**src/rtl/rcc_pkg.sv**
```systemverilog
package rcc_pkg;

	localparam int MAX_MODULI       = 4;
	localparam int NUM_MODULI_DEF   = 4;
	localparam int MODULUS_BITS_DEF = 16;
	localparam int FIELD_W          = 16;
	localparam int VALUE_W          = 64;
	localparam int CFG_IDX_W        = 3;
	localparam int CFG_DATA_W       = 16;
	localparam int BITS_PER_STAGE   = 4;

	localparam logic [FIELD_W-1:0] MOD_RST [MAX_MODULI] =
		'{16'd65521, 16'd65519, 16'd65497, 16'd65479};
	localparam logic [FIELD_W-1:0] INV_RST = 16'd1;

	typedef enum logic [CFG_IDX_W-1:0] {
		CFG_MODULUS_A = 3'd0,
		CFG_MODULUS_B = 3'd1,
		CFG_MODULUS_C = 3'd2,
		CFG_MODULUS_D = 3'd3,
		CFG_INVERSE_A = 3'd4,
		CFG_INVERSE_B = 3'd5,
		CFG_INVERSE_C = 3'd6,
		CFG_INVERSE_D = 3'd7
	} cfg_idx_t;

	typedef enum logic {
		OP_SPLIT = 1'b0,
		OP_RECON = 1'b1
	} opcode_t;

endpackage

```
**src/rtl/rcc_rem_pipe.sv**
```systemverilog
module rcc_rem_pipe #(
	parameter int DW = 64,
	parameter int MB = 16
) (
	input  logic          clk,
	input  logic          en,
	input  logic [DW-1:0] dividend,
	input  logic [MB-1:0] divisor,
	output logic [MB-1:0] rem
);

	localparam int BPS = rcc_pkg::BITS_PER_STAGE;
	localparam int NS  = (DW + BPS - 1) / BPS;
	localparam int PW  = NS * BPS;

	logic [MB-1:0] rem_s [NS];
	logic [PW-1:0] num_s [NS];

	function automatic logic [MB-1:0] rem_step(input logic [MB-1:0] r, input logic b,
		input logic [MB-1:0] q);
		logic [MB:0] t;
		t = {r, b};
		if (t >= {1'b0, q}) begin
			t = t - {1'b0, q};
		end
		return t[MB-1:0];
	endfunction

	generate
		for (genvar k = 0; k < NS; k++) begin : g_stage
			logic [MB-1:0] r_in;
			logic [PW-1:0] n_in;
			logic [MB-1:0] r_out;

			if (k == 0) begin : g_first
				assign r_in = '0;
				assign n_in = PW'(dividend);
			end else begin : g_next
				assign r_in = rem_s[k-1];
				assign n_in = num_s[k-1];
			end

			always_comb begin
				r_out = r_in;
				for (int j = 0; j < BPS; j++) begin
					r_out = rem_step(r_out, n_in[PW-1-j], divisor);
				end
			end

			always_ff @(posedge clk) begin
				if (en) begin
					rem_s[k] <= r_out;
					num_s[k] <= n_in << BPS;
				end
			end
		end
	endgenerate

	assign rem = rem_s[NS-1];

endmodule

```
**config.mk**
```make
export PLATFORM = sky130hd
export DESIGN_NAME = rcc_rem_pipe
export DESIGN_NICKNAME = d
export VERILOG_FILES = /design/src/rtl/rcc_pkg.sv /design/src/rtl/rcc_rem_pipe.sv
export SDC_FILE = /design/constraint.sdc
export NUM_CORES = 2
export LEC_CHECK = 0
export ABC_AREA = 1
export BUFFER_PORTS_ARGS = -buffer_cell sky130_fd_sc_hd__clkbuf_2
export CAP_MARGIN = 20
export CORE_AREA = 2 2 434 436
export CTS_CLUSTER_DIAMETER = 150
export DETAILED_ROUTE_END_ITERATION = 10
export DIE_AREA = 0 0 436 438
export SETUP_SLACK_MARGIN = 0.2
export SLEW_MARGIN = 20
export SYNTH_ARGS = -nofsm -noshare
export SYNTH_HDL_FRONTEND = slang
export SYNTH_SLANG_ARGS = --single-unit
export TNS_END_PERCENT = 50
```
**constraint.sdc**
```tcl
create_clock -name clk -period 11.2 [get_ports clk]
set_input_delay 0.56 -clock clk [delete_from_list [all_inputs] [get_ports clk]]
set_output_delay 0.56 -clock clk [all_outputs]
set_load 0.01 [all_outputs]
```
==> impl_metrics.ini <==
[outcome]
status = finished clean

[yosys]
synth_fa_ha_area_share_pct = 16.7
yosys_warnings = 0
ys_top_cells_by_area = edfxtp_1, nand2_1, ha_1
synthFlopType = edfxtp_1
synth_xor_area_share_pct = 8.00
avgSynthCellArea_um2 = 7.23
synth_top_area_share_pct = 26.5
synth_commonest_cells = nand2_1, inv_1, ha_1
syn_area_mm2 = 0.0834
synth_cell_types = 66
synth_edf_count = 736
synth_most_common_cell = nand2_1
seq_area_frac_synth_pct = 26.5
synth-seq-cells = 736
synth_top_area_cell = edfxtp_1
synth-simple-area-share_pct = 29.1
synth_top_family_by_area = simple AND/OR/NAND/NOR gates
synthMuxAreaShare_pct = 0
syn_nets = 12700
synth_compound_area_share_pct = 13.1
netlist_instances = 11500
ys_async_sr_fraction_pct = 0

[clock_tree]
clk_pin_slew_worst_paths_ns = 0.05
clk_latency_ns = 0.76
cts_tree = done
clockBufferDepth = 3
cts-root-buf = clkbuf_16
cts.sinks = 736
h-tree-depth = 3
cts_made_buffers = 87

[hold_path]
hp-class = in2reg
min_from = dividend[38]

[die]
die_w_um = 436
die_area_mm2 = 0.191
num_rows = 159
ios = 98
core_area_mm2 = 0.187
die_h_um = 438
initial_core_util_pct = 44.7

[placed_design]
dp_hpwl_mm = 203
routabilityCongestion = 0.962
io_buffers = 97

[global_routing]
overflow = 0
grt_start_max_net_pins = 144
grt_pass1_vias = 74400
grt_pass1_wl_mm = 409
grt.total_usage_pct = 26.7
antenna_found_initial = 1

[sta]
fin_setup_tns_ns = 0
final.min_clock_period_ns = 9.67
slew_viol_final = 0
hold_viol = 0
fin_worst_skew_ns = 0.0350
worst_pin_slew_ns = 1.01
fin_crit_sh_pct = 86.3
rsz0062_at_grt = no
setup_viol = 0
max_freq_mhz = 103
relSlewSlack_pct = 32.4

[worst_setup_path]
reg2reg_from = rem_s[0][33]
crit_start = divisor[10]
crit_fanout = 23
required_ns = 11.68
slowest_stage = nand2_1
critPathArrivalTime_ns = 10.15
crit_path_start_kind = primary input
max_stage_delay_ns = 0.54
crit_path_end_kind = flip-flop
crit_top_cell = nand2_1
critPathKind = in2reg

[final_layout]
area_growth_pct = 8.38
n_fill_cell = 18800
seq_area_mm2 = 0.0221
drive_gt1_share_pct = 6.20
multi_input_area_mm2 = 0.0557
fin_nets = 12900

[drt]
vias = 78300
drtPass1Iterations = 8
routed_wirelength_mm = 263
ant_nets = 0
viasPerCell = 5.47
drc = 0
avgRoutedWirePerCell_um = 18.4
drt_iter0_drc = 5865

[flow_run]
maxCapViolations = 0
## area by class of cell
cell class              count  share of cell area (%)
well taps                2495                    3.46
repair buffers            273                    2.24
clock buffers             104                    2.48
multi-input cells        9434                    61.6
inverters                1209                    5.09
diodes                      2                 0.00554
clock inverters            55                   0.643
flip-flops and latches    736                    24.5
## placed cells by master (no fill, tap or decap), types with 38 or more instances in the layout
master and count:
a21oi_1 868, nand3b_1 38, a21boi_0 53, o21a_1 38, inv_2 52, nand2_2 62
nand4_1 108, edfxtp_1 736, nor3_1 69, ha_1 1010, xor2_1 397, clkbuf_2 94
inv_1 1131, o21ai_0 598, clkbuf_16 87, dlygate4sd3_1 59, nand2_1 3764, a31oi_1 64
nor2_1 512, or2_2 45, fa_1 63, buf_4 115, o21ai_1 111, xnor2_1 364
a21o_1 63, nand3_1 826
## metrics by stage
step	hold WS [ns]	cells	instance area [µm²]	utilization (%)	setup WS, ns
floorplan	0.400	11500	83400	-	1.34
global placement	0.400	14100	86900	46.6	1.07
detailed placement	0.405	14100	86900	46.6	0.943
CTS	0.00112	14300	90300	48.4	1.72
global route	0.0155	14300	90300	48.4	0.659
finish	0.0461	14300	90400	48.4	1.53
## sequential cells by signal (all words and copies together) (netlist names)
name / flops
num_s: 480
rem_s: 256
## cell families (layout without fill, tap and decap cells)
group | Yosys count | count (layout)
adder cells (fa/ha/maj) | 1073 | 1073
XOR/XNOR | 761 | 761
AND/OR/NAND/NOR | 5632 | 5632
AO/OA/AOI/OAI | 1968 | 1968
buffers and inverters | 1366 | 1641
other | 0 | 2
flip-flops | 736 | 736
## worst paths after layout
kind | to | slack (ns) | cells past startpoint
max | rem_s[0][102] | 1.53 | 43
min reg2reg | num_s[1][46] | 0.39 | 0
max reg2reg | rem_s[0][61] | 1.80 | 44
min | num_s[0][38] | 0.05 | 1
## critical path: cells and delay by family
kind / cells / cell delay (ns)
AND/OR/NAND/NOR: 19 / 3.38
adder cells (fa/ha/maj): 4 / 1.36
AO/OA/AOI/OAI: 14 / 3.21
buffers and inverters: 6 / 1.56
## per-layer routing
metal | vias up | part of all wire, % | track usage, %
li1 | 39400 | - | -
met1 | 36300 | 45 | 35.4
met2 | 2141 | 47 | 45.7
met3 | 421 | 4.9 | 2.77
met4 | 0 | 3.2 | 8.24
met5 | - | 0 | 0
## what timing repair did
action                    4_1_cts  5_1_grt
hold buffers                   59        0
setup buffers                   0        0
hold endpoints to repair       59        0
resized for setup               0        0
Power is not shown: default switching activity piles up to over one toggle a cycle in this logic, so the estimate is an artifact.
